File: config.mk
export PLATFORM = sky130hd
export DESIGN_NAME = oaht_ram
export DESIGN_NICKNAME = d
export VERILOG_FILES = /design/src/sv/oaht_ram.sv
export SDC_FILE = /design/constraint.sdc
export NUM_CORES = 1
export LEC_CHECK = 0
export BUFFER_PORTS_ARGS = -buffer_cell sky130_fd_sc_hd__buf_2
export CAP_MARGIN = 20
export CORE_UTILIZATION = 60
export CTS_BUF_LIST = sky130_fd_sc_hd__clkbuf_4 sky130_fd_sc_hd__clkbuf_8
export CTS_CLUSTER_SIZE = 12
export DETAILED_ROUTE_END_ITERATION = 7
export GPL_TIMING_DRIVEN = 1
export PLACE_DENSITY = 0.79
export SYNTH_ARGS = -nofsm -noshare
export SYNTH_HDL_FRONTEND = slang
export SYNTH_SLANG_ARGS = --single-unit
File: constraint.sdc
create_clock -name clk -period 3.52 [get_ports clk]
set_clock_uncertainty 0.05 [all_clocks]
set_input_delay 0 -clock clk [delete_from_list [all_inputs] [get_ports clk]]
set_output_delay 0 -clock clk [all_outputs]
set_load 0.005 [all_outputs]
File: src/sv/oaht_ram.sv
// Generic single-write, single-read RAM with registered read data.
// No dependencies.
`default_nettype none
module oaht_ram #(
  parameter int WIDTH = 8,
  parameter int DEPTH = 16
) (
  input  wire logic                     clk,
  input  wire logic                     we,
  input  wire logic [$clog2(DEPTH)-1:0] waddr,
  input  wire logic [WIDTH-1:0]         wdata,
  input  wire logic [$clog2(DEPTH)-1:0] raddr,
  output logic      [WIDTH-1:0]         rdata
);

  logic [WIDTH-1:0] mem [DEPTH];

  // write port, registered read port
  always_ff @(posedge clk) begin
    if (we) begin
      mem[waddr] <= wdata;
    end
    rdata <= mem[raddr];
  end

endmodule
`default_nettype wire

==> results.txt <==
----------------------------------------------------
[GRT]
  Wire length of the first global-routing pass ... 13700 um
  All-Layer GR Usage ... 23.0%
  Maximum number of pins on one net before global-route repair ... 33
  Antenna violations before repair ... 0
  Global route total overflow ... 0
  Number of global-route vias before repair ... 2485

[Timing]
  Hold Vio Cnt, Final ... 0
  Max-slew violations ... 0
  Final setup fails ... 0
  Relative max-transition margin ... 30.8%
  Post-Route Setup TNS ... 0 ps
  Worst-case setup margin in the final layout ... 1880 ps
  Slew at the pin closest to its max-slew limit ... 1030 ps
  Tmin final ... 1640 ps
  Achievable clock frequency ... 609 MHz
  Crit share post-route ... 46.6%
  RSZ-0062 raised after global routing ... no

[Floorplanning]
  Number of cell rows ... 33
  Die Y-Extent ... 94.6 um
  Initial Utilization ... 62.3%
  Floorplan die area ... 0.00895 mm^2
  Boundary pin count ... 26
  Core ar. ... 0.00826 mm^2
  Width of the chip ... 94.6 um

[Clock network]
  CTS root buf ... sky130_fd_sc_hd__clkbuf_8
  Clock insertion delay at the later pin of the skew report ... 420 ps
  CTS buffer count ... 17
  Post-CTS Repair Setup Buffers ... 0
  CTS clk-pin slew, worst paths ... 80 ps
  CTS max path bufs ... 2
  CTS tree ... yes
  H-tree depth ... 4
  Clock tree sinks ... 136

[Synth]
  Syn nets ... 247
  Most numerous cell in the Yosys netlist ... sky130_fd_sc_hd__edfxtp_1
  Count of synthesis-stage warnings from yosys ... 0
  Largest area contributor in the netlist ... sky130_fd_sc_hd__edfxtp_1
  Synth Flop Type ... sky130_fd_sc_hd__edfxtp_1
  Share of synthesized area occupied by flip-flops and latches ... 77.8%
  Post-synth EDFFs ... 128
  Post-synth top area share ... 74.7%
  Synth Cell Area ... 0.00515 mm^2
  Synthesized netlist cell count ... 229
  Average size of a mapped cell ... 22.5 um^2
  Number of synthesized register bits ... 136
  Commonest cells in the netlist ... sky130_fd_sc_hd__edfxtp_1, sky130_fd_sc_hd__mux4_2, sky130_fd_sc_hd__a22oi_1, sky130_fd_sc_hd__mux4_1, sky130_fd_sc_hd__nor2_1
  Post-synthesis cell type count ... 19
  Synth area leaders ... sky130_fd_sc_hd__edfxtp_1, sky130_fd_sc_hd__mux4_2, sky130_fd_sc_hd__mux4_1
  Share of async-settable or async-resettable flops after synthesis ... 0%

[Placed design]
  Number of placed instances, taps included ... 354
  Gp weighted congestion ... 0.710
  Placed wire-length estimate ... 5600 um
  Count of buffers inserted at the top-level ports ... 25
  Minimum setup slack after placement ... 1510 ps

[Pwr]
  VDD IR-drop max ... 0.247 mV
  Pwr per Cell Area ... 539 mW/mm^2
  Power, Total ... 3.13 mW
  Static Leakage ... 1.94 nW

[Final layout]
  Final Net Count ... 296
  Filler Cell Count ... 503
  Antenna Cells ... 0
  Post-route insts no fill ... 396
  Fraction of layout cells with a size suffix above 1 ... 27.5%
  Area growth, synth to finish ... 13.1%
  Utilization after layout ... 70.5%

[Routing]
  DRC viols ... 0
  Vias ... 2402
  Iteration count of the initial detailed-routing pass ... 4
  Mean number of vias per cell ... 6.07
  First DRT Iteration DRCs ... 202
  Wire per inst ... 22.6 um
  Detailed Route WL ... 8950 um
  Antenna-violating nets left ... 0

[Worst setup path]
  Crit path DAT ... 1700 ps
  Critical path start-end classification ... input port to flip-flop
  Maximum fanout along the worst path ... 7
  Startpoint kind of the worst setup timing path ... input port
  Crit. End Element ... flip-flop
  Critical Path RT ... 3580 ps

[Min path]
  Class of the tightest hold or removal check ... input port to flip-flop

[Status]
  Outcome ... complete, no violations

[Run]
  # Max-Cap Violations ... 0

----------------------------------------------------
## critical path, cell delays in order
cell	delay (ps)
sky130_fd_sc_hd__dlygate4sd3_1	530
sky130_fd_sc_hd__buf_2	160
sky130_fd_sc_hd__nor3_1	300
sky130_fd_sc_hd__dlygate4sd3_1	710
## power breakdown
part	leakage [nW]	switching (mW)	internal [mW]	total [mW]
Combinational	0.541	0.0884	0.0723	0.161
Clock	0.172	0.597	0.557	1.15
Sequential	1.22	0.0103	1.81	1.82
Total	1.94	0.696	2.44	3.13
## cells in the final DEF (no fill, tap or decap)
cell / n
sky130_fd_sc_hd__dfxtp_1: 8
sky130_fd_sc_hd__nand2_1: 9
sky130_fd_sc_hd__dlygate4sd3_1: 10
sky130_fd_sc_hd__edfxtp_1: 128
sky130_fd_sc_hd__clkinv_1: 1
sky130_fd_sc_hd__inv_6: 2
sky130_fd_sc_hd__mux4_1: 14
sky130_fd_sc_hd__nand3_1: 1
sky130_fd_sc_hd__nor2b_1: 1
sky130_fd_sc_hd__clkbuf_8: 17
sky130_fd_sc_hd__and2b_1: 1
sky130_fd_sc_hd__nand2b_1: 2
sky130_fd_sc_hd__nor3_1: 4
sky130_fd_sc_hd__and2_1: 1
sky130_fd_sc_hd__or3b_2: 1
sky130_fd_sc_hd__clkinv_4: 3
sky130_fd_sc_hd__clkinv_2: 3
sky130_fd_sc_hd__mux4_2: 18
sky130_fd_sc_hd__clkinvlp_4: 5
sky130_fd_sc_hd__nand3b_1: 2
sky130_fd_sc_hd__buf_4: 5
sky130_fd_sc_hd__buf_2: 25
sky130_fd_sc_hd__a22oi_1: 16
sky130_fd_sc_hd__nor2_1: 13
sky130_fd_sc_hd__bufinv_16: 1
## through the flow
step / instance area (um^2) / hold WS (ps)
2_1_floorplan: 5150 / 48.9
3_3_place_gp: 5350 / 326
3_5_place_dp: 5360 / 328
4_1_cts: 5820 / 63.0
5_1_grt: 5820 / 104
6_report: 5820 / 95.0
## state kept, by name (all words and copies together), names as in the netlist
signal  count
mem       128
rdata       8
## kinds of logic after synthesis
group / synth area share (%)
buf+inv: 1.68
simple gates: 3.18
mux: 15.0
compound gates: 2.33
flops: 77.8
## area by class of cell
class                   instances  area, um^2  area share (%)
multi-input cells              83        1060            18.2
repair buffers                 40         263            4.52
clock inverters                15         130            2.24
flip-flops and latches        136        4000            68.8
clock buffers                  17         234            4.02
well taps                     105         131            2.26
## timing repair
item / in CTS / in global routing
endpoints found under the hold margin: 131 / 0
gates resized for setup: 0 / 0
hold buffers: 10 / 0
## final timing paths
path | start | to | slack [ps] | depth (start not counted)
hold / removal | waddr[1] | mem[8][3] | 100 | 3
setup reg to reg | mem[10][0] | rdata[0] | 2100 | 3
hold reg to reg | mem[12][2] | rdata[2] | 630 | 3
setup / recovery | waddr[0] | mem[0][2] | 1880 | 4
## per-layer routing
layer / vias up / track usage (%) / wire (um)
li1: 1070 / - / -
met2: 107 / 34.9 / 4480
met3: 9 / 5.80 / 634
met5: - / 0 / 0
met4: 0 / 10.1 / 116
met1: 1216 / 32.1 / 3720
No activity file was read; power rests on OpenSTA's default activity.
